[src/design/cda_pkg.sv]
// ---------------------------------------------------------------------------
// cda_pkg
// types, codes and month table shared by the date arithmetic block
// ---------------------------------------------------------------------------
package cda_pkg;

    localparam logic [1:0] OP_ADD  = 2'd0;
    localparam logic [1:0] OP_SUB  = 2'd1;
    localparam logic [1:0] OP_DIFF = 2'd2;
    localparam logic [1:0] OP_CMP  = 2'd3;

    localparam logic [2:0] RES_PASS   = 3'd0;
    localparam logic [2:0] RES_OVF    = 3'd1;
    localparam logic [2:0] RES_DATE   = 3'd2;
    localparam logic [2:0] RES_DIFF   = 3'd3;
    localparam logic [2:0] RES_NODIFF = 3'd4;
    localparam logic [2:0] RES_CMP    = 3'd5;

    localparam logic [3:0] MONTHS     = 4'd12;
    localparam logic [3:0] MONTH_LIM  = 4'd13;

    typedef struct packed {
        logic       load;
        logic       yr_clr;
        logic       acc_clr;
        logic       yr_step;
        logic       mo_clr;
        logic       mo_step;
        logic       sub_mode;
        logic       sel_b;
        logic       cap_a;
        logic       set_t;
        logic       fin;
        logic [2:0] res;
    } t_cmd;

    typedef struct packed {
        logic [1:0] op;
        logic       y_ok;
        logic       m_ok;
        logic       y_hit;
        logic       m_hit;
        logic       d_valid;
        logic       a_valid;
        logic       under;
        logic       y_over;
        logic       y_fit;
        logic       m_fit;
    } t_sts;

    function automatic logic [4:0] month_len(input logic [3:0] m, input logic leap);
        logic [4:0] l;
        case (m) inside
            4'd1, 4'd3, 4'd5, 4'd7, 4'd8, 4'd10, 4'd12: l = 5'd31;
            4'd4, 4'd6, 4'd9, 4'd11:                   l = 5'd30;
            4'd2:                                      l = leap ? 5'd29 : 5'd28;
            default:                                   l = 5'd0;
        endcase
        return l;
    endfunction

endpackage

[src/design/calendar_date_arithmetic.sv]
// ---------------------------------------------------------------------------
// calendar_date_arithmetic
// gregorian add, subtract, difference and compare of dates
//
// port group      direction  handshake
// start, i_*      in         word taken when start and !busy
// o_valid, o_*    out        word shown for one cycle with o_valid
//
// each date is walked year by year up to its year and month by month up to
// its month, and add or subtract then walk the result out of the day count,
// so a word keeps busy high until its walks are done; the result
// strobes in the same cycle that busy falls
// reset is synchronous, active low, and leaves the block idle
// the receiver cannot stall; results are strobed once
// ---------------------------------------------------------------------------
module calendar_date_arithmetic #(
    parameter int MAX_YEAR = 9999
) (
    input  logic               i_clk,
    input  logic               i_rst_n,
    input  logic               start,
    output logic               busy,
    input  logic [1:0]         i_operation,
    input  logic [13:0]        i_year_a,
    input  logic [3:0]         i_month_a,
    input  logic [4:0]         i_day_a,
    input  logic [13:0]        i_year_b,
    input  logic [3:0]         i_month_b,
    input  logic [4:0]         i_day_b,
    input  logic [21:0]        i_day_count,
    output logic               o_valid,
    output logic [13:0]        o_year_out,
    output logic [3:0]         o_month_out,
    output logic [4:0]         o_day_out,
    output logic signed [22:0] o_day_difference,
    output logic               o_is_less,
    output logic               o_is_equal,
    output logic               o_a_valid,
    output logic               o_overflow
);
    import cda_pkg::*;

    t_cmd s_cmd;
    t_sts s_sts;

    cda_ctrl u_ctrl (
        .i_clk   (i_clk),
        .i_rst_n (i_rst_n),
        .start   (start),
        .busy    (busy),
        .i_sts   (s_sts),
        .o_cmd   (s_cmd)
    );

    cda_dpath #(.MAX_YEAR(MAX_YEAR)) u_dpath (
        .i_clk            (i_clk),
        .i_rst_n          (i_rst_n),
        .i_cmd            (s_cmd),
        .o_sts            (s_sts),
        .i_operation      (i_operation),
        .i_year_a         (i_year_a),
        .i_month_a        (i_month_a),
        .i_day_a          (i_day_a),
        .i_year_b         (i_year_b),
        .i_month_b        (i_month_b),
        .i_day_b          (i_day_b),
        .i_day_count      (i_day_count),
        .o_valid          (o_valid),
        .o_year_out       (o_year_out),
        .o_month_out      (o_month_out),
        .o_day_out        (o_day_out),
        .o_day_difference (o_day_difference),
        .o_is_less        (o_is_less),
        .o_is_equal       (o_is_equal),
        .o_a_valid        (o_a_valid),
        .o_overflow       (o_overflow)
    );

    a_busy_after_start: assert property (@(posedge i_clk) disable iff (!i_rst_n)
        start && !busy |=> busy) else $error("start not taken");

    a_fin_strobes: assert property (@(posedge i_clk) disable iff (!i_rst_n)
        s_cmd.fin |=> o_valid) else $error("result not strobed");

    a_idle_on_result: assert property (@(posedge i_clk) disable iff (!i_rst_n)
        o_valid |-> $past(busy)) else $error("result without work");

    a_ovf_valid: assert property (@(posedge i_clk) disable iff (!i_rst_n)
        o_valid && o_overflow |-> o_a_valid) else $error("overflow on invalid date");

endmodule

[src/design/cda_ctrl.sv]
// ---------------------------------------------------------------------------
// cda_ctrl
// sequencer: year walk, month walk, dispatch and serial-to-date walk
// ---------------------------------------------------------------------------
module cda_ctrl (
    input  logic          i_clk,
    input  logic          i_rst_n,
    input  logic          start,
    output logic          busy,
    input  cda_pkg::t_sts i_sts,
    output cda_pkg::t_cmd o_cmd
);
    import cda_pkg::*;

    localparam logic [2:0] S_IDLE = 3'd0;
    localparam logic [2:0] S_CHK  = 3'd1;
    localparam logic [2:0] S_WY   = 3'd2;
    localparam logic [2:0] S_WM   = 3'd3;
    localparam logic [2:0] S_DISP = 3'd4;
    localparam logic [2:0] S_FY   = 3'd5;
    localparam logic [2:0] S_FM   = 3'd6;

    logic [2:0] r_state, n_state;
    logic       r_selb, n_selb;

    always_ff @(posedge i_clk) begin
        if (!i_rst_n) begin
            r_state <= S_IDLE;
            r_selb  <= 1'b0;
        end else begin
            r_state <= n_state;
            r_selb  <= n_selb;
        end
    end

    assign busy = (r_state != S_IDLE);

    always_comb begin
        n_state = r_state;
        n_selb  = r_selb;
        o_cmd   = '0;
        o_cmd.sel_b = r_selb;
        unique case (r_state)
            S_IDLE: begin
                if (start) begin
                    o_cmd.load = 1'b1;
                    n_selb     = 1'b0;
                    n_state    = S_CHK;
                end
            end
            S_CHK: begin
                o_cmd.yr_clr  = 1'b1;
                o_cmd.acc_clr = 1'b1;
                o_cmd.mo_clr  = 1'b1;
                if (i_sts.y_ok && i_sts.m_ok) begin
                    n_state = S_WY;
                end else begin
                    o_cmd.fin = 1'b1;
                    n_state   = S_IDLE;
                    if (r_selb || i_sts.op == OP_DIFF) begin
                        o_cmd.res = RES_NODIFF;
                    end else if (i_sts.op == OP_CMP) begin
                        o_cmd.res = RES_CMP;
                    end else begin
                        o_cmd.res = RES_PASS;
                    end
                end
            end
            S_WY: begin
                if (i_sts.y_hit) begin
                    n_state = S_WM;
                end else begin
                    o_cmd.yr_step = 1'b1;
                end
            end
            S_WM: begin
                if (i_sts.m_hit) begin
                    if (r_selb) begin
                        o_cmd.fin = 1'b1;
                        o_cmd.res = i_sts.d_valid ? RES_DIFF : RES_NODIFF;
                        n_state   = S_IDLE;
                    end else begin
                        o_cmd.cap_a = 1'b1;
                        n_state     = S_DISP;
                    end
                end else begin
                    o_cmd.mo_step = 1'b1;
                end
            end
            S_DISP: begin
                if (i_sts.op == OP_CMP) begin
                    o_cmd.fin = 1'b1;
                    o_cmd.res = RES_CMP;
                    n_state   = S_IDLE;
                end else if (!i_sts.a_valid) begin
                    o_cmd.fin = 1'b1;
                    o_cmd.res = (i_sts.op == OP_DIFF) ? RES_NODIFF : RES_PASS;
                    n_state   = S_IDLE;
                end else if (i_sts.op == OP_DIFF) begin
                    n_selb  = 1'b1;
                    n_state = S_CHK;
                end else if (i_sts.op == OP_SUB && i_sts.under) begin
                    o_cmd.fin = 1'b1;
                    o_cmd.res = RES_OVF;
                    n_state   = S_IDLE;
                end else begin
                    o_cmd.set_t  = 1'b1;
                    o_cmd.yr_clr = 1'b1;
                    o_cmd.mo_clr = 1'b1;
                    n_state      = S_FY;
                end
            end
            S_FY: begin
                o_cmd.sub_mode = 1'b1;
                if (i_sts.y_over) begin
                    o_cmd.fin = 1'b1;
                    o_cmd.res = RES_OVF;
                    n_state   = S_IDLE;
                end else if (i_sts.y_fit) begin
                    o_cmd.yr_step = 1'b1;
                end else begin
                    n_state = S_FM;
                end
            end
            S_FM: begin
                o_cmd.sub_mode = 1'b1;
                if (i_sts.m_fit) begin
                    o_cmd.mo_step = 1'b1;
                end else begin
                    o_cmd.fin = 1'b1;
                    o_cmd.res = RES_DATE;
                    n_state   = S_IDLE;
                end
            end
            default: begin
                n_state = S_IDLE;
            end
        endcase
    end

endmodule

[src/design/cda_dpath.sv]
// ---------------------------------------------------------------------------
// cda_dpath
// operand and result registers, year and month counters, day accumulator
// ---------------------------------------------------------------------------
module cda_dpath #(
    parameter int MAX_YEAR = 9999
) (
    input  logic                 i_clk,
    input  logic                 i_rst_n,
    input  cda_pkg::t_cmd        i_cmd,
    output cda_pkg::t_sts        o_sts,
    input  logic [1:0]           i_operation,
    input  logic [13:0]          i_year_a,
    input  logic [3:0]           i_month_a,
    input  logic [4:0]           i_day_a,
    input  logic [13:0]          i_year_b,
    input  logic [3:0]           i_month_b,
    input  logic [4:0]           i_day_b,
    input  logic [21:0]          i_day_count,
    output logic                 o_valid,
    output logic [13:0]          o_year_out,
    output logic [3:0]           o_month_out,
    output logic [4:0]           o_day_out,
    output logic signed [22:0]   o_day_difference,
    output logic                 o_is_less,
    output logic                 o_is_equal,
    output logic                 o_a_valid,
    output logic                 o_overflow
);
    import cda_pkg::*;

    localparam int YW = $clog2(MAX_YEAR + 2);
    localparam int SW = $clog2((MAX_YEAR + 1) * 366 + 4194304);

    logic [1:0]    r_op;
    logic [13:0]   r_ya, r_yb;
    logic [3:0]    r_ma, r_mb;
    logic [4:0]    r_da, r_db;
    logic [21:0]   r_cnt;
    logic [YW-1:0] r_y;
    logic [1:0]    r_m4;
    logic [6:0]    r_m100;
    logic [8:0]    r_m400;
    logic [3:0]    r_k;
    logic [SW-1:0] r_acc, r_sa;
    logic          r_va;
    logic          r_done;

    logic [13:0]   ty;
    logic [3:0]    tm;
    logic [4:0]    td;
    logic          leap;
    logic [8:0]    ylen;
    logic [4:0]    mlen_k;
    logic [SW-1:0] sb;
    logic          less;

    assign ty     = i_cmd.sel_b ? r_yb : r_ya;
    assign tm     = i_cmd.sel_b ? r_mb : r_ma;
    assign td     = i_cmd.sel_b ? r_db : r_da;
    assign leap   = ((r_m4 == 2'd0) && (r_m100 != 7'd0)) || (r_m400 == 9'd0);
    assign ylen   = leap ? 9'd366 : 9'd365;
    assign mlen_k = month_len(r_k, leap);
    assign sb     = r_acc + SW'(td) - SW'(1);

    always_comb begin
        if (r_ya != r_yb) begin
            less = r_ya < r_yb;
        end else if (r_ma != r_mb) begin
            less = r_ma < r_mb;
        end else begin
            less = r_da < r_db;
        end
    end

    always_comb begin
        o_sts.op      = r_op;
        o_sts.y_ok    = (ty != 14'd0) && (32'(ty) <= MAX_YEAR);
        o_sts.m_ok    = (tm != 4'd0) && (tm <= MONTHS);
        o_sts.y_hit   = (r_y == YW'(ty));
        o_sts.m_hit   = (r_k == tm);
        o_sts.d_valid = (td != 5'd0) && (td <= month_len(tm, leap));
        o_sts.a_valid = r_va;
        o_sts.under   = SW'(r_cnt) > r_sa;
        o_sts.y_over  = (32'(r_y) > MAX_YEAR);
        o_sts.y_fit   = r_acc >= SW'(ylen);
        o_sts.m_fit   = (r_k < MONTHS) && (r_acc >= SW'(mlen_k));
    end

    always_ff @(posedge i_clk) begin
        if (i_cmd.load) begin
            r_op  <= i_operation;
            r_ya  <= i_year_a;
            r_ma  <= i_month_a;
            r_da  <= i_day_a;
            r_yb  <= i_year_b;
            r_mb  <= i_month_b;
            r_db  <= i_day_b;
            r_cnt <= i_day_count;
            r_va  <= 1'b0;
        end else if (i_cmd.cap_a) begin
            r_sa <= sb;
            r_va <= o_sts.d_valid;
        end

        if (i_cmd.yr_clr) begin
            r_y    <= YW'(1);
            r_m4   <= 2'd1;
            r_m100 <= 7'd1;
            r_m400 <= 9'd1;
        end else if (i_cmd.yr_step) begin
            r_y    <= r_y + YW'(1);
            r_m4   <= r_m4 + 2'd1;
            r_m100 <= (r_m100 == 7'd99) ? 7'd0 : r_m100 + 7'd1;
            r_m400 <= (r_m400 == 9'd399) ? 9'd0 : r_m400 + 9'd1;
        end

        if (i_cmd.mo_clr) begin
            r_k <= 4'd1;
        end else if (i_cmd.mo_step && r_k < MONTH_LIM) begin
            r_k <= r_k + 4'd1;
        end

        if (i_cmd.set_t) begin
            r_acc <= (r_op == OP_ADD) ? r_sa + SW'(r_cnt) : r_sa - SW'(r_cnt);
        end else if (i_cmd.acc_clr) begin
            r_acc <= '0;
        end else if (i_cmd.yr_step) begin
            r_acc <= i_cmd.sub_mode ? r_acc - SW'(ylen) : r_acc + SW'(ylen);
        end else if (i_cmd.mo_step) begin
            r_acc <= i_cmd.sub_mode ? r_acc - SW'(mlen_k) : r_acc + SW'(mlen_k);
        end
    end

    always_ff @(posedge i_clk) begin
        if (!i_rst_n) begin
            r_done <= 1'b0;
        end else begin
            r_done <= i_cmd.fin;
        end
    end

    always_ff @(posedge i_clk) begin
        if (i_cmd.fin) begin
            o_year_out       <= 14'd0;
            o_month_out      <= 4'd0;
            o_day_out        <= 5'd0;
            o_day_difference <= '0;
            o_is_less        <= 1'b0;
            o_is_equal       <= 1'b0;
            o_overflow       <= 1'b0;
            o_a_valid        <= r_va;
            case (i_cmd.res) inside
                RES_PASS, RES_OVF: begin
                    o_year_out  <= r_ya;
                    o_month_out <= r_ma;
                    o_day_out   <= r_da;
                    o_overflow  <= (i_cmd.res == RES_OVF);
                end
                RES_DATE: begin
                    o_year_out  <= 14'(r_y);
                    o_month_out <= r_k;
                    o_day_out   <= 5'(r_acc + SW'(1));
                end
                RES_DIFF: begin
                    o_day_difference <= 23'(r_sa - sb);
                end
                RES_CMP: begin
                    o_is_less  <= less;
                    o_is_equal <= (r_ya == r_yb) && (r_ma == r_mb) && (r_da == r_db);
                end
                default: begin
                end
            endcase
        end
    end

    assign o_valid = r_done;

endmodule
[config.mk]
export PLATFORM = sky130hd
export DESIGN_NAME = calendar_date_arithmetic
export DESIGN_NICKNAME = d
export VERILOG_FILES = /design/src/design/cda_pkg.sv /design/src/design/calendar_date_arithmetic.sv /design/src/design/cda_ctrl.sv /design/src/design/cda_dpath.sv
export SDC_FILE = /design/constraint.sdc
export NUM_CORES = 1
export LEC_CHECK = 0
export BUFFER_PORTS_ARGS = -buffer_cell sky130_fd_sc_hd__buf_2
export CAP_MARGIN = 15
export CORE_ASPECT_RATIO = 1.75
export CORE_MARGIN = 4
export CORE_UTILIZATION = 45
export CTS_BUF_LIST = sky130_fd_sc_hd__clkbuf_4
export DETAILED_ROUTE_END_ITERATION = 12
export SLEW_MARGIN = 15
export SYNTH_ARGS = -nofsm -noshare
export SYNTH_HDL_FRONTEND = slang
export SYNTH_SLANG_ARGS = --single-unit
[constraint.sdc]
create_clock -name i_clk -period 6.8 [get_ports i_clk]
set_input_delay 0.34 -clock i_clk [delete_from_list [all_inputs] [get_ports i_clk]]
set_output_delay 0.34 -clock i_clk [all_outputs]
set_load 0.01 [all_outputs]
==> results.sh <==
export IMPL_maxCapViolCount=0
export IMPL_hold_slack_ps=303
export IMPL_pin_count=125
export IMPL_syn_cell_area_mm2=0.0158
export IMPL_synth_edff_count=166
export IMPL_cts_max_path_buffers=3
export IMPL_synthFlopType="edfxtp_1"
export IMPL_routedWlPerCell_um=19.4
export IMPL_rrSetupSlack_ps=740
export IMPL_fin_crit_ps=6060
export IMPL_worstPathArrival_ps=6510
export IMPL_reg2reg_to="u_dpath.o_day_difference[22]"
export IMPL_irDropWorstVdd_mv=0.293
export IMPL_rsz0062_at_grt="false"
export IMPL_cts_buffers=55
export IMPL_fin_crit_sh_pct=89.1
export IMPL_crit_path_end="u_dpath.o_day_difference[22]"
export IMPL_fin_total_pwr_mw=9.77
export IMPL_synth_area_leaders="edfxtp_1, ha_1, dfxtp_1, xnor2_1, inv_1"
export IMPL_syn_avg_cell_area_um2=9.50
export IMPL_cts_tree="yes"
export IMPL_violations="design-rule violations"
export IMPL_grt_pass1_vias=13819
export IMPL_synthDistinctLibCells=82
export IMPL_p_leak_nw=7.74
export IMPL_track_usage_pct=23.8
export IMPL_timing_final_hold_violations=0
export IMPL_layout_common_cells="ha_1, inv_1, edfxtp_1"
export IMPL_status="finished, violations left"
export IMPL_dpl_instance_area_mm2=0.0169
export IMPL_port_buffers=124
export IMPL_core_area_mm2=0.0346
export IMPL_startpoint_type="flip-flop"
export IMPL_first_pass_iters=9
export IMPL_async_reset_ff_share_pct=0
export IMPL_area_growth_pct=16.3
export IMPL_insertion_delay_ps=740
export IMPL_rows=90
export IMPL_synth_top_area_share_pct=31.6
export IMPL_grt_overflow=0
export IMPL_htree_levels=2
export IMPL_viasPerCell=5.60
export IMPL_drtIter0Drc=587
export IMPL_die_x_um=150
export IMPL_clk_pin_slew_ps=70
export IMPL_syn_inst=1662
export IMPL_fillers=3218
export IMPL_start_util_pct=45.7
export IMPL_post_synth_top_area_cell="edfxtp_1"
export IMPL_die_h_um=256
export IMPL_layout_commonest_cell="ha_1"
export IMPL_yosysWarnings=0
export IMPL_crit_required_ps=7250
export IMPL_yosysSeqAreaShare_pct=36.9
export IMPL_setup_viol=0
export IMPL_cp_end_kind="flip-flop"
export IMPL_dr_total_vias=13346
export IMPL_finalWeightedCongestion=0.906
export IMPL_reg2reg_from="u_dpath.r_acc[1]"
export IMPL_synth_nets=1928
export IMPL_dp_hpwl_um=35000
export IMPL_slew_violations=0
export IMPL_r2r_cells=22
export IMPL_power_per_cell_area_mw_per_mm2=532
export IMPL_grt_max_degree=73
export IMPL_fin_tns_setup_ps=0
export IMPL_max_clock_freq_mhz=165
export IMPL_criticalPathCategory="reg -> reg"
export IMPL_post_cts_buffers=0
export IMPL_worstMarginPinSlew_ps=1110
export IMPL_wl_um=46100
export IMPL_cts_root_buf="clkbuf_4"
export IMPL_slew_headroom_pct=25.8
export IMPL_crit_start="u_dpath.r_acc[1]"
export IMPL_fin_area_mm2=0.0184
export IMPL_nets=2143
export IMPL_cp_max_fo=7
export IMPL_antenna_found_initial=1
export IMPL_clock_skew_ps=32.6
export IMPL_ys_ff_latch=208
export IMPL_cts_sinks=208
export IMPL_drc=1
export IMPL_final_layout_size_suffix_gt1_share_pct=14.2
export IMPL_grt_pass1_wl_um=72500
export IMPL_min_path_type="in -> reg"
export IMPL_fp_dieArea_mm2=0.0383
export IMPL_ant_nets=0
==> layer usage <==
| layer | vias up | part of all wire (%) | track usage [%] |
|---|---|---|---|
| met1 | 6312 | 35 | 23.8 |
| li1 | 6512 | - | - |
| met2 | 366 | 55 | 46.1 |
| met3 | 156 | 3.5 | 3.14 |
| met5 | - | 0 | 0 |
| met4 | 0 | 6.0 | 13.2 |
==> power by group <==
group          total [mW]  internal (mW)  switching [mW]  leakage (nW)
sequential           2.21           1.90           0.311          1.90
clock                1.19          0.614           0.576         0.442
combinational        6.37           2.59            3.78          5.40
==> kinds of logic (layout without fill, tap and decap cells) <==
logic type	Yosys count	after routing	share of synthesized area [%]
muxes	33	33	2.25
AOI/OAI and AO/OA	413	413	17.9
buffers and inverters	225	485	5.70
xor gates and xnor gates	124	124	6.96
DFF	208	208	36.9
other	0	2	0
adders and majority gates	193	193	15.7
and+or+nand+nor	466	466	14.7
==> layout make-up <==
cell class,count,area [µm²],share of cell area (%)
clock inverter,23,153,0.831
tap,460,576,3.13
inverter,169,634,3.45
timing repair buffer,214,1480,8.04
antenna,2,5.00,0.0272
clock buffer,79,593,3.23
multi-input combinational,1229,9110,49.6
sequential,208,5830,31.7
==> critical path: stages (launching register included) <==
cell,delay (ps)
edfxtp_1,490
inv_1,220
ha_1,330
inv_1,40
ha_1,230
fa_1,410
a21o_1,170
a21oi_1,280
o211ai_1,200
a2111oi_0,600
o41ai_1,280
xnor2_1,310
inv_1,80
ha_1,350
o21a_1,140
o21ai_0,120
and2_1,190
o41a_1,370
o21ai_0,420
a221o_1,230
a21oi_1,70
xnor3_1,190
nor2_1,40
==> cell usage after synthesis (22+ instances only) <==
master and n:
o21a_1 22, dfxtp_1 42, nor3_1 40, edfxtp_1 166, clkbuf_1 38, a21oi_1 89
ha_1 185, inv_1 169, nand2_1 93, nor2_1 133, xor2_1 35, nand4_1 32
and3_1 29, o22ai_1 24, a21o_1 27, nand3_1 39, o21ai_0 68, xnor2_1 88
mux2i_1 27, a22o_1 23
==> flip-flops by register name, indices dropped and copies added (netlist names), 2 cells and up <==
name	flops
u_dpath.o_day_difference	23
u_dpath.r_acc	23
u_dpath.r_sa	23
u_dpath.r_cnt	22
u_dpath.o_year_out	14
u_dpath.r_y	14
u_dpath.r_ya	14
u_dpath.r_yb	14
u_dpath.r_m400	9
u_dpath.r_m100	7
u_dpath.o_day_out	5
u_dpath.r_da	5
u_dpath.r_db	5
u_dpath.o_month_out	4
u_dpath.r_k	4
u_dpath.r_ma	4
u_dpath.r_mb	4
u_ctrl.r_state	3
u_dpath.r_m4	2
u_dpath.r_op	2
==> metrics by stage <==
step	util (%)	std cells	setup slack, ps
detailed placement	48.9	2208	730
floorplan	-	1662	1030
finish	53.1	2384	740
global placement	48.9	2208	767
CTS	53.1	2382	681
global route	53.1	2384	439
==> how the worst min path moves through the flow <==
stage / start / end / slack [ps] / cells past startpoint
6_report: i_day_count[10] / u_dpath.r_cnt[10] / 300 / 2
3_3_place_gp: u_dpath.r_m4[1] / u_dpath.r_m4[1] / 440 / 2
4_1_cts: i_day_count[4] / u_dpath.r_cnt[4] / 230 / 2
3_5_place_dp: u_dpath.r_m4[1] / u_dpath.r_m4[1] / 440 / 2
5_1_grt: i_year_b[7] / u_dpath.r_yb[7] / 250 / 2
2_1_floorplan: u_dpath.r_m4[1] / u_dpath.r_m4[1] / 430 / 2
==> timing repair <==
item / 4_1_cts / 5_1_grt
gates resized for setup: 0 / 0
hold buffers: 72 / 0
hold endpoints to repair: 74 / 0
(Power assumes the default switching activity.)
